### src/plcm_pkg.sv
// Shared types and constants for the piecewise linear color map.
package plcm_pkg;

    localparam int MAX_POINTS_DEF  = 5;
    localparam int SAMPLE_BITS_DEF = 16;

    localparam int POS_BITS   = 17;   // Q1.16 position, 65536 = 1.0
    localparam int FRAC_BITS  = 16;
    localparam int CHAN_BITS  = 8;
    localparam int COLOR_BITS = 3 * CHAN_BITS;
    localparam int POINT_BITS = POS_BITS + COLOR_BITS;
    localparam int NUM_BITS   = POS_BITS + CHAN_BITS + 1;
    localparam int CNT_BITS   = 3;
    localparam int ADDR_BITS  = 6;
    localparam int DATA_BITS  = 64;
    localparam int IDX_BITS   = 3;

    localparam logic [IDX_BITS-1:0] REG_RANGE_MIN   = 3'd0;
    localparam logic [IDX_BITS-1:0] REG_RANGE_MAX   = 3'd1;
    localparam logic [IDX_BITS-1:0] REG_POINT_COUNT = 3'd2;
    localparam logic [IDX_BITS-1:0] REG_POINT_BASE  = 3'd3;

    localparam logic [CNT_BITS-1:0] POINT_COUNT_RESET = 3'd5;
    localparam int RANGE_MAX_RESET = 32767;

    localparam logic [POINT_BITS-1:0] POINT_RESET [5] = '{
        41'd11141120, 41'd274894669824, 41'd549771801587,
        41'd971152836223, 41'd1099511627776
    };

    typedef enum logic [1:0] {
        SEL_FIRST = 2'd0,
        SEL_LAST  = 2'd1,
        SEL_POS   = 2'd2
    } sel_kind_t;

    typedef struct packed {
        sel_kind_t           kind;
        logic [POS_BITS-1:0] pos;
    } cmap_item_t;

endpackage

### src/plcm_front.sv
// Front end: range classification and pipelined position divider.
module plcm_front #(
    parameter int SAMPLE_BITS = plcm_pkg::SAMPLE_BITS_DEF
) (
    input  logic                   clk,
    input  logic                   rst_n,
    input  logic                   accept,
    input  logic [SAMPLE_BITS-1:0] sample,
    input  logic [SAMPLE_BITS-1:0] range_min,
    input  logic [SAMPLE_BITS-1:0] range_max,
    output logic                   item_valid,
    output plcm_pkg::cmap_item_t   item
);
    import plcm_pkg::*;

    localparam int RW = SAMPLE_BITS + POS_BITS;

    logic                   lo, hi;
    logic [SAMPLE_BITS-1:0] diff, num;
    sel_kind_t              kind0;
    logic [RW-1:0]          rem0;
    logic [SAMPLE_BITS-1:0] dv0;

    logic                   v_reg    [POS_BITS+1];
    sel_kind_t              kind_reg [POS_BITS+1];
    logic [RW-1:0]          rem_reg  [POS_BITS+1];
    logic [SAMPLE_BITS-1:0] dv_reg   [POS_BITS+1];
    logic [POS_BITS-1:0]    q_reg    [POS_BITS+1];

    always_comb
    begin
        lo   = $signed(sample) < $signed(range_min);
        hi   = $signed(sample) > $signed(range_max);
        diff = range_max - range_min;
        num  = sample - range_min;
        if (lo)
            kind0 = SEL_FIRST;
        else if (hi)
            kind0 = SEL_LAST;
        else
            kind0 = SEL_POS;
        // out of range or degenerate range: divide 0 by 1 so pos = 0
        if (lo || hi || diff == '0)
        begin
            rem0 = '0;
            dv0  = SAMPLE_BITS'(1);
        end
        else
        begin
            rem0 = RW'({num, {FRAC_BITS{1'b0}}}) + RW'(diff >> 1);
            dv0  = diff;
        end
    end

    always_ff @(posedge clk or negedge rst_n)
    begin
        if (!rst_n)
            v_reg[0] <= 1'b0;
        else
            v_reg[0] <= accept;
    end

    always_ff @(posedge clk)
    begin
        kind_reg[0] <= kind0;
        rem_reg[0]  <= rem0;
        dv_reg[0]   <= dv0;
        q_reg[0]    <= '0;
    end

    // one quotient bit per stage, most significant first
    for (genvar j = 0; j < POS_BITS; j++)
    begin : g_div
        localparam int K = POS_BITS - 1 - j;
        logic [RW-1:0] trial;
        logic          ge;

        always_comb
        begin
            trial = RW'(dv_reg[j]) << K;
            ge    = rem_reg[j] >= trial;
        end

        always_ff @(posedge clk or negedge rst_n)
        begin
            if (!rst_n)
                v_reg[j+1] <= 1'b0;
            else
                v_reg[j+1] <= v_reg[j];
        end

        always_ff @(posedge clk)
        begin
            kind_reg[j+1] <= kind_reg[j];
            dv_reg[j+1]   <= dv_reg[j];
            rem_reg[j+1]  <= ge ? rem_reg[j] - trial : rem_reg[j];
            q_reg[j+1]    <= q_reg[j] | (ge ? POS_BITS'(1) << K : '0);
        end
    end

    assign item_valid = v_reg[POS_BITS];
    assign item.kind  = kind_reg[POS_BITS];
    assign item.pos   = q_reg[POS_BITS];

endmodule

### config.mk
export PLATFORM = sky130hd
export DESIGN_NAME = plcm_front
export DESIGN_NICKNAME = d
export VERILOG_FILES = /design/src/plcm_pkg.sv /design/src/plcm_front.sv
export SDC_FILE = /design/constraint.sdc
export NUM_CORES = 2
export LEC_CHECK = 0
export ABC_AREA = 0
export BUFFER_PORTS_ARGS = -buffer_cell sky130_fd_sc_hd__buf_4
export CELL_PAD_IN_SITES_DETAIL_PLACEMENT = 1
export CELL_PAD_IN_SITES_GLOBAL_PLACEMENT = 2
export CORE_UTILIZATION = 37
export DETAILED_ROUTE_END_ITERATION = 8
export GPL_TIMING_DRIVEN = 0
export PLACE_DENSITY = 0.85
export SLEW_MARGIN = 20
export SYNTH_ARGS = -nofsm -noshare
export SYNTH_HDL_FRONTEND = slang
export SYNTH_SLANG_ARGS = --single-unit
### constraint.sdc
create_clock -name clk -period 2.9 [get_ports clk]
set_input_delay 0.58 -clock clk [delete_from_list [all_inputs] [get_ports clk]]
set_output_delay 0.58 -clock clk [all_outputs]
set_load 0.05 [all_outputs]
### Word level (Yosys, flattened, before mapping)

Memory sizes are Yosys's and may differ from the RTL's.
Cells that the tools add are included.

* bits in registers: 18
* input port bits: 51
* output and inout bits: 20
* memories kept: 4
* logic and storage cells: 119
* bits in writable memories: 1224

* bitwise logic cells: 17
* muxes and demuxes: 38
* $lt $le $gt $ge: 19
* add/sub/neg operators: 20
* reduce and logical (&&, ||, !) cells: 3

Memory list
* rem_reg: words 18, bits a word 33, read ports 17, clocked after memory_dff 0, wr ports 18, RTL line plcm_front.sv:26 `logic [RW-1:0] rem_reg [POS_BITS+1];`
* q_reg: words 18, bits a word 17, read ports 18, clocked after memory_dff 0, wr ports 18, RTL line plcm_front.sv:28 `logic [POS_BITS-1:0] q_reg [POS_BITS+1];`
* dv_reg: words 18, bits a word 16, read ports 17, clocked after memory_dff 0, wr ports 18, RTL line plcm_front.sv:27 `logic [SAMPLE_BITS-1:0] dv_reg [POS_BITS+1];`
* kind_reg: words 18, bits a word 2, read ports 18, clocked after memory_dff 0, wr ports 18, RTL line plcm_front.sv:25 `sel_kind_t kind_reg [POS_BITS+1];`

Operator list (number)
* $mux 33: 18
* $or 17x17->17: 5
* $add 32x15->33: 1
* $ge 33x16->1: 1
* $ge 33x17->1: 1
* $ge 33x18->1: 1
* $ge 33x19->1: 1
* $ge 33x20->1: 1
* $ge 33x21->1: 1
* $ge 33x22->1: 1
* $ge 33x23->1: 1
* $ge 33x24->1: 1
* $ge 33x25->1: 1
* $ge 33x26->1: 1
* $ge 33x27->1: 1
* $ge 33x28->1: 1
* $ge 33x29->1: 1
* $ge 33x30->1: 1
* $ge 33x31->1: 1
* $ge 33x32->1: 1
* $sub 33x16->33: 1
* $sub 33x17->33: 1
* $sub 33x18->33: 1
* $sub 33x19->33: 1
* other kinds (47): 52

### Longest topological paths before layout

* word-level depth: 4
* gate-level depth with buffers: 14
* depth with buffers taken out: 13

### Worst setup path before layout

No wires, ideal clock.

* kind: in2reg
* from: input port sample[0]
* to: memory dv_reg[0][0] (netlist name)
* data required time: 2777 ps
* stages: 12
* library setup time: 123 ps
* arrival: 2989 ps
* path buffers: 0
* slack: -212 ps
* cells stage by stage: inv_1 > ha_1 > fa_1 > nor2b_1 > o31ai_1 > a21oi_1 > nand4_1 > a31oi_1 > nor2b_1 > o311ai_1 > a41o_1 > or2_2

RTL lines
* start, declared: RTL line plcm_front.sv:8 `input logic [SAMPLE_BITS-1:0] sample,`
* end, declared: RTL line plcm_front.sv:27

==> run metrics <==
delay-heaviest family, CP simple AND/OR/NAND/NOR gates; first-pass GRT wire length 162000 um; CTS tree done; Max Cap Violations 0; Seq/Total Area, Yosys 46.4%; worst r2r path cells 11; maximum VDD drop 0.733 mV; max FFs per register 516; H-Tree Depth 3; Slowest-stage cell, CP or4b_4; CTS sink count 887; unrepaired setup endpoints after global routing yes; Synth Cell Area 0.0384 mm^2; Via Count 29500; Post-route DRC 0; deepest clock path buffer count 3; Syn Nets 4431; DIE WIDTH 324 um; via density per instance 5.09; Critical Path Max Stage Delay 0.47 ns; cell count after synthesis 4044; total wire length 104000 um; Post-synth EDFFs 0; CTS buffer count 97; Max Freq 0.336 GHz; # diodes 0; Clk pin slew, worst setup/hold paths 0.06 ns; worst min-delay path category primary input to register; grt ovf 0; Reg2Reg Capture Point rem_reg[11][24]; P per Cell Area 1300 mW/mm^2; root cell of the clock tree clkbuf_16; data required time of the worst path 3.47 ns; Tot GR Track Use 19.2%; Hold Crit Start range_min[0]; Max Slew Vio Count 0; Setup CP Type register to register; element type at the critical path end register; vias in the first global route 30600; final worst slack -0.0772 ns; Async S/R FF share, synth 2.03%; Critical R2R Launch rem_reg[10][2]; I/O Pins 71; Post-Layout Cell Count 5809; initial DRC count 1316; share of cells above drive strength 1 20.4%; ys flop type dfxtp_1; post-route cell area 0.0481 mm^2; WP buf/inv 2; GPL Wtd Cong 0.849; Final Cycle Share 103%; synth warn 0; initial core utilization 37.6%; post-route setup TNS -0.126 ns; Distinct cells, synth 90; Die Y-Extent 324 um; hpwl dp 75500 um; leakage 19.5 nW; 1st-pass router iterations 5; Levels on crit path 11; WL per Instance 18.0 um; Final Util 47.0%; r2r setup slk -0.08 ns; CP startpoint rem_reg[10][2]; placed cell area 0.0407 mm^2; violated checks negative setup slack; Setup-failing EPs final 3; Sequential cell area 0.0179 mm^2; fin nets 4745; Fin. Hold Viols 0; Hold Slack 0.242 ns; Fillers 11400; status finished, violations left; CP cell instances inv_2 -> ha_4 -> or4b_4 -> nor4_4 -> a41oi_2 -> o211ai_1 -> buf_4 -> o21bai_4 -> o32a_4 -> nor3_4 -> xor2_1; number of port buffers 70; Critical Path Source Type register; Max-slew headroom 50.9%; hold path cells 3; Setup Skew 0.0244 ns; area of the multi-input gates 0.0213 mm^2; crit path to rem_reg[11][24]; average size of a mapped cell 9.50 um^2; clock latency on the worst-skew pair 0.67 ns; #FFs+latches synth 887; core area 0.102 mm^2; Slew @ Worst Pin 0.730 ns; placed cells 5482; minimum clock period 2.98 ns; area grow syn2layout 25.2%; largest net degree at the start of global routing 19; die area 0.105 mm^2; initial antenna violation count 2; Routed Antenna Nets 0; row count 117; Worst Path Arrival 3.55 ns; Crit Path Max Fanout 6
==> metrics by stage <==
| step | power (W) | worst slack [ns] |
|---|---|---|
| 2_1_floorplan | 0.0372 | -0.0314 |
| 3_3_place_gp | 0.0432 | -1.03 |
| 3_5_place_dp | 0.0438 | -0.994 |
| 4_1_cts | 0.0597 | -0.0512 |
| 5_1_grt | 0.0668 | -0.244 |
| 6_report | 0.0624 | -0.0772 |
==> layout by cell type, fill, tap and decap left out, types with 69 or more instances in the layout <==
cell	netlist	routed
xor2_1	175	174
ha_1	318	265
a21o_1	94	93
nand2_1	311	308
xnor2_1	167	164
nor2_1	285	272
clkbuf_16	0	101
nand2b_1	72	69
inv_1	379	360
dfxtp_1	869	821
a21oi_1	246	210
buf_4	3	216
o21ai_0	246	209
==> metal layers <==
layer	global-route usage, %	routed length (um)
met1	25.2	48600
met2	32.8	50500
met3	2.64	2740
met4	5.60	2650
met5	0	11
==> worst min path at each step <==
stage                 endpoint  slack, ns
4_1_cts         rem_reg[0][16]       0.21
5_1_grt         rem_reg[0][16]       0.22
6_report        rem_reg[0][16]       0.24
3_3_place_gp   kind_reg[13][1]       0.31
3_5_place_dp     q_reg[11][10]       0.31
2_1_floorplan       item_valid       0.28
==> tightest hold or removal path, stage by stage <==
cell and delay (ns):
buf_4 0.09, ha_2 0.14, nor2_1 0.04
==> report_power, final <==
part	switching (W)	leakage (nW)	internal (W)
sequential	0.00320	7.45	0.0164
clock	0.00521	1.69	0.00796
combinational	0.0160	10.3	0.0137
total	0.0244	19.5	0.0381
==> cell families (layout without fill, tap and decap cells) <==
kind of cell	Yosys count	after routing	share of synthesized area, %
AND/OR/NAND/NOR	1136	1136	14.7
multiplexers	48	48	1.39
AO/OA/AOI/OAI	853	855	14.0
buffers and inverters	442	837	4.41
adder cells (fa/ha/maj)	336	336	11.3
XOR/XNOR	342	342	7.79
flip-flops	887	887	46.4
==> synthesized netlist by cell type, drive strengths merged, types with 10 or more instances <==
library cell,instances,share of area (%)
o31a,11,0.25
or3,31,0.52
fa,18,0.94
nor3,88,1.2
a31oi,18,0.31
and3,18,0.29
nand4,42,0.68
o211ai,16,0.31
o41ai,10,0.27
nand2,311,3.0
nand4b,12,0.27
a21o,94,1.8
inv,382,3.7
or4,20,0.40
and2,12,0.20
dfxtp,869,45
a211oi,27,0.53
and4,13,0.30
nor2b,57,0.93
nand3,60,0.79
o31ai,21,0.41
o21a,44,0.86
o21ai,248,3.2
ha,318,10
nor4,62,1.1
a21oi,246,3.2
nand2b,72,1.2
mux2,43,1.3
a21boi,15,0.29
o21bai,17,0.33
xnor2,167,3.8
a211o,12,0.27
nor4b,15,0.36
clkbuf,40,0.39
or2,22,0.36
dfrtp,18,1.2
buf,20,0.29
xor2,175,4.0
nor2,285,2.8
a2111oi,13,0.33
==> cell type report <==
| cell class | instances | share of cell area [%] |
|---|---|---|
| Multi-Input combinational cell | 2717 | 44.3 |
| Sequential cell | 887 | 37.3 |
| Clock buffer | 133 | 5.89 |
| Clock inverter | 49 | 1.34 |
| Inverter | 382 | 3.02 |
| Timing Repair Buffer | 219 | 3.52 |
| Tap cell | 1368 | 3.56 |
| Buffer | 54 | 1.05 |
==> repair_timing <==
| item | 4_1_cts | 5_1_grt |
|---|---|---|
| cloned | 4 | 2 |
| hold buffers | 2 | 0 |
| buffers inserted | 68 | 75 |
| setup endpoints to repair | 393 | 375 |
| endpoints found under the hold margin | 19 | 0 |
| resized for setup | 309 | 334 |
| pin swaps | 69 | 146 |
(Power assumes the default switching activity.)
