## src/plcm_pkg.sv

```systemverilog
// Shared types and constants for the piecewise linear color map.
package plcm_pkg;

    localparam int MAX_POINTS_DEF  = 5;
    localparam int SAMPLE_BITS_DEF = 16;

    localparam int POS_BITS   = 17;   // Q1.16 position, 65536 = 1.0
    localparam int FRAC_BITS  = 16;
    localparam int CHAN_BITS  = 8;
    localparam int COLOR_BITS = 3 * CHAN_BITS;
    localparam int POINT_BITS = POS_BITS + COLOR_BITS;
    localparam int NUM_BITS   = POS_BITS + CHAN_BITS + 1;
    localparam int CNT_BITS   = 3;
    localparam int ADDR_BITS  = 6;
    localparam int DATA_BITS  = 64;
    localparam int IDX_BITS   = 3;

    localparam logic [IDX_BITS-1:0] REG_RANGE_MIN   = 3'd0;
    localparam logic [IDX_BITS-1:0] REG_RANGE_MAX   = 3'd1;
    localparam logic [IDX_BITS-1:0] REG_POINT_COUNT = 3'd2;
    localparam logic [IDX_BITS-1:0] REG_POINT_BASE  = 3'd3;

    localparam logic [CNT_BITS-1:0] POINT_COUNT_RESET = 3'd5;
    localparam int RANGE_MAX_RESET = 32767;

    localparam logic [POINT_BITS-1:0] POINT_RESET [5] = '{
        41'd11141120, 41'd274894669824, 41'd549771801587,
        41'd971152836223, 41'd1099511627776
    };

    typedef enum logic [1:0] {
        SEL_FIRST = 2'd0,
        SEL_LAST  = 2'd1,
        SEL_POS   = 2'd2
    } sel_kind_t;

    typedef struct packed {
        sel_kind_t           kind;
        logic [POS_BITS-1:0] pos;
    } cmap_item_t;

endpackage

```

## src/plcm_fifo.sv

```systemverilog
// Two-entry queue between front and back end.
module plcm_fifo (
    input  logic                 clk,
    input  logic                 rst_n,
    input  logic                 push,
    input  plcm_pkg::cmap_item_t push_item,
    output logic                 full,
    output logic                 head_valid,
    output plcm_pkg::cmap_item_t head_item
);
    import plcm_pkg::*;

    cmap_item_t mem_reg [2];
    logic       wr_reg, wr_next;
    logic       rd_reg, rd_next;
    logic [1:0] cnt_reg, cnt_next;
    logic       pop;

    always_comb
    begin
        // back end never stalls: pop whenever an entry waits
        pop        = cnt_reg != 2'd0;
        head_valid = pop;
        head_item  = mem_reg[rd_reg];
        full       = cnt_reg == 2'd2;
        wr_next    = push ? ~wr_reg : wr_reg;
        rd_next    = pop ? ~rd_reg : rd_reg;
        cnt_next   = cnt_reg + {1'b0, push} - {1'b0, pop};
    end

    always_ff @(posedge clk or negedge rst_n)
    begin
        if (!rst_n)
        begin
            wr_reg  <= 1'b0;
            rd_reg  <= 1'b0;
            cnt_reg <= 2'd0;
        end
        else
        begin
            wr_reg  <= wr_next;
            rd_reg  <= rd_next;
            cnt_reg <= cnt_next;
        end
    end

    always_ff @(posedge clk)
    begin
        if (push)
            mem_reg[wr_reg] <= push_item;
    end

endmodule

```

## config.mk

```make
export PLATFORM = sky130hd
export DESIGN_NAME = plcm_fifo
export DESIGN_NICKNAME = d
export VERILOG_FILES = /design/src/plcm_pkg.sv /design/src/plcm_fifo.sv
export SDC_FILE = /design/constraint.sdc
export NUM_CORES = 1
export LEC_CHECK = 0
export ABC_CLOCK_PERIOD_IN_PS = 3000
export BUFFER_PORTS_ARGS = -buffer_cell sky130_fd_sc_hd__clkbuf_2
export CORE_AREA = 2 2 64 66
export DETAILED_ROUTE_END_ITERATION = 16
export DIE_AREA = 0 0 66 68
export GPL_TIMING_DRIVEN = 0
export HOLD_SLACK_MARGIN = 0.05
export PLACE_DENSITY = 0.67
export SYNTH_ARGS = -nofsm -noshare
export SYNTH_HDL_FRONTEND = slang
export SYNTH_SLANG_ARGS = --single-unit
```

## constraint.sdc

```tcl
create_clock -name clk -period 3 [get_ports clk]
set_input_delay 0.6 -clock clk [delete_from_list [all_inputs] [get_ports clk]]
set_output_delay 0.6 -clock clk [all_outputs]
set_load 0.005 [all_outputs]
```

== Word-level counts from Yosys, hierarchy flattened ==
Memory sizes are Yosys's and may differ from the RTL's.
Cells that the tools add are included.
Storage, ports and cells
  flip-flop bits (word level): 4
  RAM bits: 38
  bits of input ports: 22
  output and inout port bits: 21
  memories: 1
Memory list
  mem_reg: depth 2, bits a word 19, rd ports 1, clocked after Yosys merged registers in 0, write ports 1, line plcm_fifo.sv:13  | cmap_item_t mem_reg [2];
Operators by class
  $add $sub $neg: 2
  eq/ne operators: 1
  mux-type cells: 2
  bitwise operators: 2
  reductions and logical operators: 1
Operators with widths (number)
  adder 2 x 1 -> 2 bit: 1
  equality test 2 bit, second input constant: 1
  two-way mux 1 bit: 2
  inverter 1 bit: 2
  nonzero test 2 bit: 1
  subtractor 2 x 1 -> 2 bit: 1

== Logic depth before layout (Yosys ltp) ==
Gate-level depths: netlist of the first run.
  depth in word-level cells: 2
  mapped depth: 3
  mapped depth without buffers: 3

== Worst setup path after synthesis of the first run ==
OpenSTA, ideal clock, no wires.
  kind: input port to flip-flop
  from: input push
  to: memory mem_reg[0][0] (netlist name), enable pin
  library setup time: 0.397 ns
  data arrival time: 1.492 ns
  path slack: 1.111 ns
  stages: 1
  buffers on the path: 0
  path through: nor2b_1
On the way
  longest elaborated chain between the ends: 2
Ends and longest elaborated chain
  start, declared: line plcm_fifo.sv:5  | input logic push,
  two-way mux 1 bit: line plcm_fifo.sv:49  | if (push)
  two-way mux 1 bit (implied by the code): line plcm_fifo.sv:50  | mem_reg[wr_reg] <= push_item;
  end, declared: line plcm_fifo.sv:13
No other way between the ends.

==> metrics, run 1 <==
number of diodes=0; Static Leak=0.831 nW; Max Clock Freq=around 530 MHz; ANT nets after route=0; crit end category=output port; Clock Skew=0.00302 ns; Net Switching=0.425 mW; final setup vio count=0; arrival time worst endpoint=1.30 ns; Max-slew headroom=37.3%; final setup TNS=0 ns; CTS H-Tree Depth=2; Filler cells=344; DRC=0; Finished Layout Cells=174; crit path buf inv count=2; die height=68 microns; Clock Power Share=around 20%; num rows=23; detailed placement HPWL=roughly 1700 microns; first-pass GRT wire length=~3700 microns; Critical Path Slowest Stage Cell=dfrtp_1; Sw Ratio=between 20% and 30%; 1st-pass router iterations=3; cell count after synthesis=73; part of the power in combinational logic=31.6%; Final Power=around 1.7 mW; final hold viol count=0; pin count of the biggest net entering global routing=20; IO Count=43; Post-Syn Area per Cell=22.2 sq um; placed insts=166; vias=between 700 and 800; RSZ-0062 raised after global routing=no; initial antenna violation count=0; Yosys warning total=0; Via density=4.53; Post CTS Setup Buffer Count=0; Seq/Total Area, Yosys=roughly three quarters; layout cells sized above 1=57.3%; grt ovf=0; Worst Max-Slew Pin Slew=roughly 0.94 ns; Avg WL per Cell=13.2 microns; initial core utilization=42.1%; PwrDens=832 nW/um^2; Detailed Route Iter0 Violations=13; FF-to-FF setup slack=1.44 ns; Top delay family on crit path=flip-flops; Placer Congestion=0.567; multi-input logic area=362 sq um; Worst-path clk slew=0.07 ns; Max Cap Viol=0; Slew Limit Fails=0; Largest register FFs=38; min cycle time layout=1.90 ns; CTS tree=built; crit start category=register; PostCTS Resize Cnt=0; Post-Syn Area=1620 sq um; status=complete, no violations; Area Overhead vs Synth=22.7%; Sequential cell area=1240 sq um; Clock Latency Late Sink=between 0.2 and 0.3 ns; CP Cell Sequence=buf_6 -> mux2_4 -> clkbuf_2; Flop pwr share=48.7%; Max stage delay on crit path=roughly 0.4 ns; post-synthesis register bit count=42; syn_nets=96; Port-buffer cells=42; number of global-route vias before repair=800; Hold Crit Class=in2async; post-synthesis cell type count=11; Int Pwr=1.23 mW; core area=slightly below 4000 sq um; Worst VDD drop=421 uV; maximum fanout along the worst path=10; Num CTS Buffers=5; Critical Path RT=2.40 ns; hold buffers post-CTS=0; die width=66 microns; final wirelength=2300 microns; Total GRT Usage=between 10% and 20%; Final nets=146; critical path class=reg2out; Root Driver=clkbuf_8; number of clock sinks=42; Die ar.=around 4500 sq um; clock buffer depth=2; period utilization=63.2%
-- Yosys cell counts (all sizes together) --
cell / instances / area, sq um
or2: 1 / 6.26
dfrtp: 4 / 100
edfxtp: 38 / 1140
xnor2: 1 / 8.76
nand2: 1 / 3.75
and2: 1 / 6.26
ha: 1 / 12.5
nor2b: 3 / 18.8
mux2: 19 / 285
buf: 2 / 22.5
xor2: 2 / 17.5
-- cells in the final DEF (no fill, tap or decap), drive strengths merged --
cell	netlist	layout
clkbuf	0	48
edfxtp	38	38
mux2	19	19
dfrtp	4	4
buf	2	3
nor2b	3	3
xor2	2	2
clkinv	0	2
or2	1	1
nand2	1	1
xnor2	1	1
and2	1	1
ha	1	1
-- stage by stage --
step / area [sq um] / hold slack (ns) / util [%] / worst slack [ns]
after floorplan: 1620 / 0.304 / - / 1.11
after global placement: 1900 / 0.409 / 49.2 / 0.511
after detailed placement: 1910 / 0.411 / 49.5 / 1.10
after CTS: 1990 / 0.100 / 51.6 / 1.08
after global routing: 1990 / 0.0947 / 51.6 / 1.04
final: 1990 / 0.110 / 51.6 / 1.10
-- routing by layer --
layer,up-vias,GRT usage [%],part of all wire (%)
li1,380,-,-
met1,372,12.8,39
met2,34,20.3,52
met3,2,5.92,7.8
met4,0,3.83,0.70
met5,-,0,0
-- cell families (layout without fill, tap and decap cells) --
| logic type | Yosys count | count (layout) | synth area share, % |
|---|---|---|---|
| xor gates and xnor gates | 3 | 3 | 1.62 |
| adders and majority gates | 1 | 1 | 0.771 |
| buffers and inverters | 2 | 53 | 1.39 |
| DFF | 42 | 42 | 76.5 |
| muxes | 19 | 19 | 17.6 |
| and+or+nand+nor | 6 | 6 | 2.16 |
-- power groups by stage --
| stage | combinational (mW) | clock [mW] | sequential (mW) |
|---|---|---|---|
| floorplan | 0.355 | 0 | 0.810 |
| global placement | 0.520 | 0 | 0.815 |
| detailed placement | 0.537 | 0 | 0.821 |
| CTS | 0.538 | 0.341 | 0.809 |
| global route | 0.570 | 0.368 | 0.820 |
| finish | 0.523 | 0.326 | 0.808 |
-- worst paths after layout --
check                           endpoint  depth (start not counted)    startpoint
max in group asynchronous         rd_reg                          1         rst_n
hold / removal                    wr_reg                          1         rst_n
setup / recovery           head_item[10]                          3        rd_reg
setup reg to reg           mem_reg[1][5]                          1        wr_reg
min in group clk           mem_reg[1][9]                          1  push_item[9]
hold reg to reg                   wr_reg                          1        wr_reg
-- area by class of cell --
cell class	instances	share of cell area, %
Tap cell	50	3.14
Clock buffer	6	3.65
Sequential cell	42	62.4
Multi-Input combinational cell	29	18.2
Buffer	2	1.13
Clock inverter	2	0.440
Timing Repair Buffer	43	11.1
(Power assumes the default switching activity.)
==> inputs of run 2 (changes only) <==
- ABC_AREA: not set -> 1
- ABC_CLOCK_PERIOD_IN_PS: 3000 -> 1850
- CORE_AREA: 2 2 64 66 -> 2 2 63 65
- DIE_AREA: 0 0 66 68 -> 0 0 65 67
- PLACE_DENSITY: 0.67 -> 0.68
- clock period: 3 -> 1.85 ns (I/O delays scaled with it)
==> metrics, run 2 <==
status=complete, no violations; Seq/Total Area, Yosys=78.2%; 1st-pass router iterations=4; M2 GR Usage=approximately a quarter; maximum fanout along the worst path=10; Num CTS Buffers=5; Clock Skew=0.00644 ns; EDFF count, synth=38; IO Count=43; period utilization=81.5%; num rows=22; die height=67 microns; CTS H-Tree Depth=2; Port-buffer cells=42; CTS tree=built; DRC=0; Post-Syn Area per Cell=13.0 sq um; Final nets=196; Largest register FFs=38; Root Driver=clkbuf_8; Detailed Route Iter0 Violations=23; cell count after synthesis=122; grt ovf=0; Post CTS Setup Buffer Count=0; critical path class=reg2out; Via density=4.57; crit end category=output port; Hold Crit Class=in2reg; Synth area leader=edfxtp_1; die width=~65 microns; detailed placement HPWL=about 1900 microns; clock buffer depth=2; Post-Syn Area=between 1500 and 2000 sq um; Worst Max-Slew Pin Slew=around 0.77 ns; Max Clock Freq=approximately 660 MHz; pin count of the biggest net entering global routing=20; top cells by count, synth=nand2_1 (63), edfxtp_1 (38), dfrtp_1 (4), inv_1 (4), nor2_1 (4); initial core utilization=44.0%; commonest cells after routing, fill and taps aside=nand2_1 (63), clkbuf_2 (42), edfxtp_1 (38); Finished Layout Cells=222; Placer Congestion=around 0.73; RSZ-0062 raised after global routing=no; layer with the highest usage=met2; PostCTS Resize Cnt=0; final setup vio count=0; post-synthesis cell type count=12; Max Cap Viol=0; number of clock sinks=42; final wirelength=2680 microns; Max-slew headroom=between 40% and 50%; commonest non-fill, non-tap cell in the layout=nand2_1; ys flop type=edfxtp_1; Worst-path clk slew=approximately 0.08 ns; number of diodes=0; Async SR Flop Fraction=9.52%; most common cell in the netlist=nand2_1; ANT nets after route=0; initial antenna violation count=0; Static Leak=0.898 nW; final hold viol count=0; Worst VDD drop=~700 uV; post-synthesis register bit count=42; final setup TNS=0 ns; Avg WL per Cell=12.1 microns; number of global-route vias before repair=985; post-synth top area share=71.9%; Critical Path RT=1.48 ns; first-pass GRT wire length=about 4300 microns; crit start category=register; layout cells sized above 1=between 30 and 40%; Yosys warning total=0; core area=3610 sq um; Slew Limit Fails=0; final hold slack=between 0.2 and 0.3 ns; Area Overhead vs Synth=25.7%; met3 Usage GRT=under 10%; met1 usage=14.5%; Total GRT Usage=13.8%; Clock Latency Late Sink=a little under 0.3 ns; PwrDens=1210 nW/um^2; Final Power=2.42 mW; Die ar.=4360 sq um; min cycle time layout=1.51 ns; vias=1,014; placed insts=213; syn_nets=between 100 and 150; largest cells by area after synthesis=edfxtp_1 (72%), nand2_1 (15%), dfrtp_1 (6.3%); arrival time worst endpoint=1.14 ns
## run 2: cell types whose count changed in the layout (fill, tap and decap cells not counted), moves of 2 or more
cell / before / now
mux2_4: 19 / 0
nand2_1: 1 / 63
nor2b_1: 2 / 0
inv_1: 0 / 4
nor2_1: 0 / 3
buf_4: 0 / 2
## run 2: power by group
part / leakage [nW] / switching [mW] / internal, mW
registers: 0.406 / 0.0516 / 1.24
logic: 0.441 / 0.261 / 0.170
clock network: 0.0514 / 0.290 / 0.402
total: 0.898 / 0.602 / 1.81
## run 2: layer usage
layer / vias up / share of wire, %
li1: 503 / -
met1: 471 / 42
met2: 37 / 48
met3: 3 / 9.0
met4: 0 / 1.2
met5: - / 0
## run 2: cell families (layout without fill, tap and decap cells)
logic type                 count (synthesis)  after routing  synth area share (%)
and+or+nand+nor                           68             68                  16.3
adders and majority gates                  1              1                 0.789
AOI/OAI and AO/OA                          1              1                 0.552
DFF                                       42             42                  78.2
xor gates and xnor gates                   1              1                 0.552
buffers and inverters                      9             61                  3.55
## run 2: area by class of cell
class / instances / area, sq um
Fill cell: 314 / 1610
Multi-Input combinational cell: 71 / 292
Timing Repair Buffer: 44 / 235
Sequential cell: 42 / 1240
Inverter: 5 / 18.8
Clock inverter: 2 / 37.5
Clock buffer: 6 / 72.6
Tap cell: 48 / 60.1
Buffer: 4 / 37.5
## run 2: worst paths after layout
check	from	end	slack (ns)	depth (start not counted)
worst max-delay path	rd_reg	head_item[11]	0.34	5
worst min-delay path	push_item[7]	mem_reg[0][7]	0.26	1
worst max register to register	wr_reg	mem_reg[1][11]	0.45	2
worst min register to register	wr_reg	wr_reg	0.52	1
max in group asynchronous	rst_n	rd_reg	1.31	2
min in group asynchronous	rst_n	cnt_reg[0]	0.41	2
## run 2: critical path, stage by stage, from the launching register on
cell and delay, ns:
dfrtp_1 0.40, inv_2 0.08, buf_6 0.13, nand2_1 0.06, nand2_1 0.07, clkbuf_2 0.11
## run 2: metrics by stage
| step | setup slack, ns | util [%] | cell area [sq um] |
|---|---|---|---|
| after global placement | -0.321 | 51.5 | 1860 |
| after global routing | 0.248 | 55.3 | 1990 |
| after detailed placement | 0.326 | 52.0 | 1870 |
| final | 0.342 | 55.3 | 1990 |
| after CTS | 0.320 | 55.3 | 1990 |
| after floorplan | 0.227 | - | 1590 |
## run 2: timing repair
action,CTS,global route
endpoints found under the setup margin,0,0
hold buffers,1,0
hold endpoints to repair,4,0
