## src/plcm_pkg.sv

```systemverilog
// Shared types and constants for the piecewise linear color map.
package plcm_pkg;

    localparam int MAX_POINTS_DEF  = 5;
    localparam int SAMPLE_BITS_DEF = 16;

    localparam int POS_BITS   = 17;   // Q1.16 position, 65536 = 1.0
    localparam int FRAC_BITS  = 16;
    localparam int CHAN_BITS  = 8;
    localparam int COLOR_BITS = 3 * CHAN_BITS;
    localparam int POINT_BITS = POS_BITS + COLOR_BITS;
    localparam int NUM_BITS   = POS_BITS + CHAN_BITS + 1;
    localparam int CNT_BITS   = 3;
    localparam int ADDR_BITS  = 6;
    localparam int DATA_BITS  = 64;
    localparam int IDX_BITS   = 3;

    localparam logic [IDX_BITS-1:0] REG_RANGE_MIN   = 3'd0;
    localparam logic [IDX_BITS-1:0] REG_RANGE_MAX   = 3'd1;
    localparam logic [IDX_BITS-1:0] REG_POINT_COUNT = 3'd2;
    localparam logic [IDX_BITS-1:0] REG_POINT_BASE  = 3'd3;

    localparam logic [CNT_BITS-1:0] POINT_COUNT_RESET = 3'd5;
    localparam int RANGE_MAX_RESET = 32767;

    localparam logic [POINT_BITS-1:0] POINT_RESET [5] = '{
        41'd11141120, 41'd274894669824, 41'd549771801587,
        41'd971152836223, 41'd1099511627776
    };

    typedef enum logic [1:0] {
        SEL_FIRST = 2'd0,
        SEL_LAST  = 2'd1,
        SEL_POS   = 2'd2
    } sel_kind_t;

    typedef struct packed {
        sel_kind_t           kind;
        logic [POS_BITS-1:0] pos;
    } cmap_item_t;

endpackage

```

## src/plcm_back.sv

```systemverilog
// Back end: segment search, channel blend and pipelined channel dividers.
module plcm_back #(
    parameter int MAX_POINTS = plcm_pkg::MAX_POINTS_DEF
) (
    input  logic                                clk,
    input  logic                                rst_n,
    input  logic                                item_valid,
    input  plcm_pkg::cmap_item_t                item,
    input  logic [plcm_pkg::CNT_BITS-1:0]       point_count,
    input  logic [plcm_pkg::POINT_BITS-1:0]     points [MAX_POINTS],
    output logic                                done,
    output logic [plcm_pkg::CHAN_BITS-1:0]      red,
    output logic [plcm_pkg::CHAN_BITS-1:0]      green,
    output logic [plcm_pkg::CHAN_BITS-1:0]      blue
);
    import plcm_pkg::*;

    localparam int NW = NUM_BITS;

    logic [CNT_BITS-1:0]   n_eff;
    logic [POINT_BITS-1:0] last_pt;
    logic                  found, dir_c;
    logic [COLOR_BITS-1:0] col_c, c1_c, c2_c;
    logic signed [POS_BITS:0] t_s, d_s;
    logic [POS_BITS-1:0]   t_c, d_c;

    // segment select stage
    logic                  s1_v_reg, s1_dir_reg;
    logic [COLOR_BITS-1:0] s1_col_reg, s1_c1_reg, s1_c2_reg;
    logic [POS_BITS-1:0]   s1_t_reg, s1_d_reg;

    // blend stage and divider stages
    logic                  v_reg   [CHAN_BITS+1];
    logic                  dir_reg [CHAN_BITS+1];
    logic [COLOR_BITS-1:0] col_reg [CHAN_BITS+1];
    logic [POS_BITS-1:0]   d_reg   [CHAN_BITS+1];
    logic [NW-1:0]         num_reg [CHAN_BITS+1][3];
    logic [CHAN_BITS-1:0]  q_reg   [CHAN_BITS+1][3];

    logic                  done_reg;
    logic [CHAN_BITS-1:0]  red_reg, green_reg, blue_reg;

    always_comb
    begin
        if (point_count == '0)
            n_eff = CNT_BITS'(1);
        else if (point_count > CNT_BITS'(MAX_POINTS))
            n_eff = CNT_BITS'(MAX_POINTS);
        else
            n_eff = point_count;

        last_pt = points[0];
        for (int i = 0; i < MAX_POINTS; i++)
        begin
            if (CNT_BITS'(i) == n_eff - CNT_BITS'(1))
                last_pt = points[i];
        end

        found = 1'b0;
        dir_c = 1'b1;
        col_c = last_pt[COLOR_BITS-1:0];
        c1_c  = '0;
        c2_c  = '0;
        t_s   = '0;
        d_s   = '0;
        t_c   = '0;
        d_c   = '0;
        unique case (item.kind)
            SEL_FIRST: col_c = points[0][COLOR_BITS-1:0];
            SEL_LAST:  col_c = last_pt[COLOR_BITS-1:0];
            SEL_POS:
            begin
                for (int i = 0; i < MAX_POINTS - 1; i++)
                begin
                    if (!found && CNT_BITS'(i + 1) < n_eff
                        && item.pos < points[i+1][POINT_BITS-1:COLOR_BITS])
                    begin
                        found = 1'b1;
                        t_s = $signed({1'b0, item.pos})
                            - $signed({1'b0, points[i][POINT_BITS-1:COLOR_BITS]});
                        d_s = $signed({1'b0, points[i+1][POINT_BITS-1:COLOR_BITS]})
                            - $signed({1'b0, points[i][POINT_BITS-1:COLOR_BITS]});
                        c1_c = points[i][COLOR_BITS-1:0];
                        c2_c = points[i+1][COLOR_BITS-1:0];
                    end
                end
                if (found)
                begin
                    // below the lower point or empty segment: no extrapolation
                    if (t_s < 0 || d_s <= 0)
                        col_c = c1_c;
                    else
                    begin
                        dir_c = 1'b0;
                        t_c   = t_s[POS_BITS-1:0];
                        d_c   = d_s[POS_BITS-1:0];
                    end
                end
            end
            default: col_c = last_pt[COLOR_BITS-1:0];
        endcase
    end

    always_ff @(posedge clk or negedge rst_n)
    begin
        if (!rst_n)
        begin
            s1_v_reg <= 1'b0;
            v_reg[0] <= 1'b0;
        end
        else
        begin
            s1_v_reg <= item_valid;
            v_reg[0] <= s1_v_reg;
        end
    end

    always_ff @(posedge clk)
    begin
        s1_dir_reg <= dir_c;
        s1_col_reg <= col_c;
        s1_c1_reg  <= c1_c;
        s1_c2_reg  <= c2_c;
        s1_t_reg   <= t_c;
        s1_d_reg   <= d_c;
    end

    // c1*(d-t) + c2*t + d/2, the rounded blend numerator
    always_ff @(posedge clk)
    begin
        dir_reg[0] <= s1_dir_reg;
        col_reg[0] <= s1_col_reg;
        d_reg[0]   <= s1_d_reg;
        for (int c = 0; c < 3; c++)
        begin
            num_reg[0][c] <=
                NW'(s1_c1_reg[COLOR_BITS-1-CHAN_BITS*c -: CHAN_BITS])
                    * NW'(s1_d_reg - s1_t_reg)
                + NW'(s1_c2_reg[COLOR_BITS-1-CHAN_BITS*c -: CHAN_BITS])
                    * NW'(s1_t_reg)
                + NW'(s1_d_reg >> 1);
            q_reg[0][c] <= '0;
        end
    end

    for (genvar j = 0; j < CHAN_BITS; j++)
    begin : g_div
        localparam int K = CHAN_BITS - 1 - j;
        logic [NW-1:0] trial;

        assign trial = NW'(d_reg[j]) << K;

        always_ff @(posedge clk or negedge rst_n)
        begin
            if (!rst_n)
                v_reg[j+1] <= 1'b0;
            else
                v_reg[j+1] <= v_reg[j];
        end

        always_ff @(posedge clk)
        begin
            dir_reg[j+1] <= dir_reg[j];
            col_reg[j+1] <= col_reg[j];
            d_reg[j+1]   <= d_reg[j];
            for (int c = 0; c < 3; c++)
            begin
                if (num_reg[j][c] >= trial)
                begin
                    num_reg[j+1][c] <= num_reg[j][c] - trial;
                    q_reg[j+1][c]   <= q_reg[j][c] | (CHAN_BITS'(1) << K);
                end
                else
                begin
                    num_reg[j+1][c] <= num_reg[j][c];
                    q_reg[j+1][c]   <= q_reg[j][c];
                end
            end
        end
    end

    always_ff @(posedge clk or negedge rst_n)
    begin
        if (!rst_n)
            done_reg <= 1'b0;
        else
            done_reg <= v_reg[CHAN_BITS];
    end

    always_ff @(posedge clk)
    begin
        if (dir_reg[CHAN_BITS])
        begin
            red_reg   <= col_reg[CHAN_BITS][COLOR_BITS-1 -: CHAN_BITS];
            green_reg <= col_reg[CHAN_BITS][COLOR_BITS-1-CHAN_BITS -: CHAN_BITS];
            blue_reg  <= col_reg[CHAN_BITS][CHAN_BITS-1:0];
        end
        else
        begin
            red_reg   <= q_reg[CHAN_BITS][0];
            green_reg <= q_reg[CHAN_BITS][1];
            blue_reg  <= q_reg[CHAN_BITS][2];
        end
    end

    assign done  = done_reg;
    assign red   = red_reg;
    assign green = green_reg;
    assign blue  = blue_reg;

endmodule

```

## config.mk

```make
export PLATFORM = sky130hd
export DESIGN_NAME = plcm_back
export DESIGN_NICKNAME = d
export VERILOG_FILES = /design/src/plcm_pkg.sv /design/src/plcm_back.sv
export SDC_FILE = /design/constraint.sdc
export NUM_CORES = 2
export LEC_CHECK = 0
export BUFFER_PORTS_ARGS = -buffer_cell sky130_fd_sc_hd__buf_2
export CAP_MARGIN = 25
export CORE_ASPECT_RATIO = 1.4
export CORE_MARGIN = 1
export CORE_UTILIZATION = 45
export CTS_BUF_LIST = sky130_fd_sc_hd__clkbuf_8 sky130_fd_sc_hd__clkbuf_16
export CTS_CLUSTER_SIZE = 16
export DETAILED_ROUTE_END_ITERATION = 7
export GPL_TIMING_DRIVEN = 0
export PLACE_DENSITY_LB_ADDON = 0.25
export SLEW_MARGIN = 30
export SYNTH_ARGS = -nofsm -noshare
export SYNTH_HDL_FRONTEND = slang
export SYNTH_SLANG_ARGS = --single-unit
```

## constraint.sdc

```tcl
create_clock -name clk -period 13.8 [get_ports clk]
set_clock_uncertainty 0.1 [all_clocks]
set_input_delay 2.76 -clock clk [delete_from_list [all_inputs] [get_ports clk]]
set_output_delay 2.76 -clock clk [all_outputs]
set_load 0.01 [all_outputs]
```

; ---- Yosys cells after proc, flatten, opt, wreduce, memory -nomap -nowiden
; Memories as Yosys holds them, arrays and structs flattened.
; Cells that the tools add are included.
; W data, S select, Z words.
[totals]
reg_bits = 142
latch_bits = 0
ram_bits = 1296
romBits = 0
inputBits = 230
out_inout_bits = 25
elab_cells = 335
memories = 5
[op_classes]
add_sub_neg = 40
n_mul = 6
n_div = 0
magnitude_cmp = 35
n_eq_ne = 5
shift = 0
n_mux = 159
bitwise = 50
reduce_logical = 15
[memory_table]
columns = name, depth, word_bits, read_ports, rd_ports_with_merged_regs, wr, line_no
row1 = num_reg, 9, 78, 8, 0, 9, plcm_back.sv:37  ; logic [NW-1:0] num_reg [CHAN_BITS+1][3];
row2 = col_reg, 9, 24, 9, 0, 9, plcm_back.sv:35  ; logic [COLOR_BITS-1:0] col_reg [CHAN_BITS+1];
row3 = q_reg, 9, 24, 9, 0, 9, plcm_back.sv:38  ; logic [CHAN_BITS-1:0] q_reg [CHAN_BITS+1][3];
row4 = d_reg, 9, 17, 8, 0, 9, plcm_back.sv:36  ; logic [POS_BITS-1:0] d_reg [CHAN_BITS+1];
row5 = dir_reg, 9, 1, 9, 0, 9, plcm_back.sv:34  ; logic dir_reg [CHAN_BITS+1];
[op_table]
columns = cell, n
row1 = $mux W26, 24
row2 = $mux W24, 14
row3 = $mux W8, 27
row4 = $mux W18, 10
row5 = $sub A17 B17 Y18, 9
row6 = $mux W1, 81
row7 = $add A26 B16 Y26, 3
row8 = $add A26 B25 Y26, 3
row9 = $ge A26 B17 Y1, 3
row10 = $ge A26 B18 Y1, 3
row11 = $ge A26 B19 Y1, 3
row12 = $ge A26 B20 Y1, 3
row13 = $ge A26 B21 Y1, 3
row14 = $ge A26 B22 Y1, 3
row15 = $ge A26 B23 Y1, 3
row16 = $ge A26 B24 Y1, 3
row17 = $sub A26 B17 Y26, 3
row18 = $sub A26 B18 Y26, 3
row19 = $sub A26 B19 Y26, 3
row20 = $sub A26 B20 Y26, 3
row21 = $sub A26 B21 Y26, 3
row22 = $sub A26 B22 Y26, 3
row23 = $sub A26 B23 Y26, 3
row24 = $sub A26 B24 Y26, 3
row25 = 26 further kinds, 91

; ---- Longest topological paths before layout
[depth]
ltp_word = 27
depth_mapped = 37
depth_no_buf = 36

; ---- Least setup slack after synthesis
; OpenSTA, ideal clock, no wires.
[synth_path]
path_type = flip-flop to flip-flop
start = register s1_t_reg[2]
end = memory num_reg[0][51] (netlist name)
setup_time_ns = 0.072
arrival_ns = 8.883
required_time_ns = 13.628
path_slack_ns = 4.744
path_stages_with_launch = 37
n_path_buf = 2
period_less_slack_ns = 9.056
path_cell_list = dfxtp_1 clkbuf_1 inv_1 ha_1 nor2b_1 o21ai_0 a21boi_0 o21ai_0 a21boi_0 o21ai_0 a21boi_0 o21ai_0 a21oi_1 o21ai_0 or4b_2 o311ai_0 clkbuf_1 nand2_1 fa_1 fa_1 fa_1 inv_1 fa_1 fa_1 inv_1 fa_1 inv_1 ha_1 and2_1 a31o_2 a41oi_1 a21oi_1 a41o_1 o41a_1 a21o_1 a21oi_1 xnor2_1
[synth_rtl]
columns = item, line_no
row1 = start: declaration, plcm_back.sv:30  ; logic [POS_BITS-1:0] s1_t_reg, s1_d_reg;
row2 = start signal: assignment, plcm_back.sv:124  ; s1_t_reg <= t_c;
row3 = end: declaration, plcm_back.sv:37

==> results <==
- After routing the design area is 97,800 µm².
- The via density per instance is 5.53.
- The net count of the finished layout is 12,100.
- Counting buffers and inverters, the worst setup path is 36 cells deep.
- The floorplan step set the die height to 528 µm.
- The H-tree was split into 3 levels.
- The flip-flop count of the largest register after layout is 624.
- At the end of routability-driven placement, the weighted congestion stood at 1.02.
- The post-synthesis area per instance is 9.01 µm².
- Setup slack on the worst reg-to-reg path comes out at 1580 ps.
- The placeable core region is 196,000 µm².
- The effective utilization at floorplan is 0.454.
- The worst-case IR drop observed on VDD is 148 µV.
- The pre-CTS setup slack is 1850 ps.
- Counting cells, the worst reg-to-reg path comes to 36.
- The hold-fix buffer count after cts is 0.
- During I/O placement, the number of pins put on the boundary was 255.
- The proportion of netlist area held by the largest area contributor is 0.275.
- The clock sink total is 1,235.
- The first-iteration detailed-routing DRC count is 4,503.
- Once detail routing completed, the nets flagged for antenna violations numbered 0.
- The launch point of the worst reg-to-reg path is s1_t_reg[2].
- On the worst path, the slowest cell contributes a delay of 800 ps.
- Sorting the synthesized cells by area gives the leading types as sky130_fd_sc_hd__dfxtp_1 (28%), sky130_fd_sc_hd__fa_1 (18%), sky130_fd_sc_hd__ha_1 (11%).
- TritonCTS built the clock tree.
- The area overhead of the layout relative to synthesis is 9.85%.
- The number of global-route vias before repair is 75,200.
- Summing all placed instances gives a cell area of 93,600 µm².
- In the final layout, the multi-input gates occupy 57,600 µm².
- Of all flip-flops after synthesis, the portion carrying an async set or reset was 0.00891.
- The setup path with the least slack is of type reg -> reg.
- The worst hold path class is reg -> reg.
- The number of different library cells used by synthesis comes to 91.
- The required time reported for the critical path endpoint is 14,260 ps.
- The layout has 18,700 filler cells.
- Clock latency on the worst-skew pair, taken at its later pin, is 790 ps.
- In this run the static leakage power is 43.3 nW.
- The first-pass GRT wire length is 472,000 µm.
- The maximum number of pins on one net before global-route repair is 21.
- In this design, the largest share of critical-path delay is due to compound AO/OA/AOI/OAI gates.
- The overall track demand over capacity in global routing is 0.324.
- The biggest area contributor in the post-synthesis netlist is sky130_fd_sc_hd__dfxtp_1.
- The total count of max-transition violations in the final report is 0.
- The number of buffers created by CTS is 114.
- The sequential cell area fraction in the yosys report is 0.278.
- The Yosys step of the flow raised 0 warnings.
- The synthesized area is 89,000 µm².
- Setup violations remaining at the end of the flow were counted as 0.
- The number of failing hold endpoints at the final stage was 0.
- Derived from the worst setup path, the maximum achievable clock frequency is 81.8 MHz.
- Setup repair after global routing left no endpoint under its margin.
- The launch instance of the worst min-delay path is d_reg[0][6].
- For this run, design rule violations remaining after detail routing come to 0.
- The routed design has 325,000 µm of wire.
- Counting instances, the worst hold path has a depth of 0.
- Setup total negative slack on the finished layout was measured at 0 ps.
- Summed over all layers, the global routing overflow is 0.
- In this run the worst path has a maximum fanout of 10.
- The cell count after synthesis came out at 9,881.
- The number of flops mapped to enable cells by yosys is 0.
- No sink is reached through more buffers than the 3 on the longest clock path.
- For the finished layout, the period the worst path requires is 12,220 ps.
- STA classifies the critical path endpoint as a register.
- The total die area is 200,000 µm².
- For the worst setup path, the data arrival time is 12,670 ps.
- After clock tree synthesis, the clock-pin slew on the worst setup and hold paths is 70 ps.
- The most used flip-flop cell after synthesis is sky130_fd_sc_hd__dfxtp_1.
- The sum of net half-perimeters after detailed placement is 275,000 µm.
- Dividing total power by cell area gives a power density of 194 nW/µm².
- The run finished with clean final reports.
- Summing all flip-flop and latch instances after layout gives 24,800 µm².
- The root buffer selected by CTS is sky130_fd_sc_hd__clkbuf_16.
- The overall via count from detail_route is 72,000.
- The end of the worst register-to-register path is num_reg[0][25].
- The tool flagged a number of max-cap violations equal to 0.
- The final instance count without filler cells is 13,000.
- After detailed routing, the average wire length per cell comes to 25.0 µm.
- The worst relative slew slack is 0.243.
- Counting both buffers and inverters, the worst setup path holds a total of 7.
- Across all setup checks in the final design, the least slack found is 1580 ps.
- Before antenna repair, the detailed router went through 6 iterations.
- The cell count after placement is 12,800.
- The actual transition at the worst max-transition pin is 1140 ps.
- Of the cells placed in the final design, the portion with a size suffix greater than 1 is 0.0595.
- The critical path launch point type is a register.
- The net count after synthesis is 11,700.
- The number of antenna violations at the first check in global routing was 59.
- The number of register bits inferred by synthesis is 1,235.
- The path with the worst hold slack has its endpoint at d_reg[0][23].
- The quantity of gates resized following cts is 0.
- The die is 378 µm wide.
- The port buffer count is 253.
- On the critical path, the stage with the largest delay is an instance of sky130_fd_sc_hd__xnor2_1.
- The final clock period utilization by the worst path is 0.885.
- In this run the post-CTS setup repair buffer count came out at 0.
- The cell that appears most often on the critical path is sky130_fd_sc_hd__fa_1.
- The placement row count is 192.
-- cell type report --
cell class                      count  share of cell area
Antenna cell                       48             0.00123
Buffer                            290              0.0114
Clock buffer                      132              0.0318
Clock inverter                     83             0.00900
Inverter                         1498              0.0575
Multi-Input combinational cell   6858               0.589
Sequential cell                  1235               0.254
Tap cell                         2619              0.0335
Timing Repair Buffer              256              0.0132
-- worst register-to-register path: cells and delay by family, from the launching register on --
family	cells	cell delay [ps]
AOI/OAI and AO/OA	14	3730
xor gates and xnor gates	2	1510
adders and majority gates	8	3640
buffers and inverters	7	1710
DFF	1	500
and+or+nand+nor	5	830
-- per-stage QoR --
stage	power (W)	hold WS, ps	utilization
floorplan	0.0122	210	-
global placement	0.0154	210	0.477
detailed placement	0.0156	212	0.478
CTS	0.0189	197	0.498
global route	0.0202	205	0.498
finish	0.0189	199	0.499
-- synth_stat cells, types with 72 or more instances --
cell,instances
sky130_fd_sc_hd__inv_1,1496
sky130_fd_sc_hd__dfxtp_1,1224
sky130_fd_sc_hd__fa_1,817
sky130_fd_sc_hd__ha_1,810
sky130_fd_sc_hd__nand2_1,776
sky130_fd_sc_hd__nor2_1,643
sky130_fd_sc_hd__a21oi_1,538
sky130_fd_sc_hd__and2_1,472
sky130_fd_sc_hd__o21ai_0,420
sky130_fd_sc_hd__xnor2_1,309
sky130_fd_sc_hd__clkbuf_1,259
sky130_fd_sc_hd__xor2_1,190
sky130_fd_sc_hd__a21o_1,155
sky130_fd_sc_hd__nor3_1,148
sky130_fd_sc_hd__nand3_1,142
sky130_fd_sc_hd__nor2b_1,134
sky130_fd_sc_hd__nand2b_1,120
sky130_fd_sc_hd__o21a_1,116
sky130_fd_sc_hd__a22oi_1,85
sky130_fd_sc_hd__o31ai_1,72
-- layout by cell type, fill, tap and decap left out, types with 68 or more instances in the layout --
cell | netlist | layout
sky130_fd_sc_hd__nor2_1 | 643 | 642
sky130_fd_sc_hd__buf_2 | 10 | 264
sky130_fd_sc_hd__a22oi_1 | 85 | 85
sky130_fd_sc_hd__nor3_1 | 148 | 146
sky130_fd_sc_hd__o31ai_1 | 72 | 72
sky130_fd_sc_hd__clkbuf_1 | 259 | 255
sky130_fd_sc_hd__nand2_1 | 776 | 776
sky130_fd_sc_hd__nor2b_1 | 134 | 134
sky130_fd_sc_hd__nand3_1 | 142 | 142
sky130_fd_sc_hd__xnor2_1 | 309 | 309
sky130_fd_sc_hd__inv_1 | 1496 | 1510
sky130_fd_sc_hd__ha_1 | 810 | 810
sky130_fd_sc_hd__a21boi_0 | 68 | 68
sky130_fd_sc_hd__a21o_1 | 155 | 155
sky130_fd_sc_hd__clkbuf_16 | 0 | 115
sky130_fd_sc_hd__fa_1 | 817 | 817
sky130_fd_sc_hd__a21oi_1 | 538 | 538
sky130_fd_sc_hd__dfxtp_1 | 1224 | 1223
sky130_fd_sc_hd__nand2b_1 | 120 | 120
sky130_fd_sc_hd__xor2_1 | 190 | 190
sky130_fd_sc_hd__o21a_1 | 116 | 116
sky130_fd_sc_hd__and2_1 | 472 | 472
sky130_fd_sc_hd__o21ai_0 | 420 | 420
-- how the worst max path moves through the flow --
| stage | startpoint | slack (ps) | to |
|---|---|---|---|
| after floorplan | s1_t_reg[2] | 4740 | num_reg[0][51] |
| after global placement | s1_t_reg[1] | 1240 | num_reg[0][25] |
| after detailed placement | s1_t_reg[3] | 1850 | num_reg[0][25] |
| after CTS | s1_t_reg[3] | 1740 | num_reg[0][25] |
| after global routing | s1_t_reg[3] | 1330 | num_reg[0][25] |
| final | s1_t_reg[2] | 1580 | num_reg[0][25] |
-- where the power goes --
part	internal, W	switching, W
Sequential	0.00474	0.000944
Combinational	0.00392	0.00605
Clock	0.00178	0.00149
-- kinds of logic after synthesis --
family,after synthesis,share of synthesized area
and+or+nand+nor,2775,0.154
AOI/OAI and AO/OA,1856,0.133
buffers and inverters,1788,0.0757
adders and majority gates,1627,0.298
DFF,1235,0.278
xor gates and xnor gates,499,0.0491
muxes,101,0.0122
-- metal layers --
layer	track usage	vias up	routed length [µm]
li1	-	33300	-
met4	0.308	32	36500
met2	0.589	2657	165000
met5	0	-	202
met1	0.300	34800	104000
met3	0.0636	1189	18900
No activity file was read; power rests on OpenSTA's default activity.
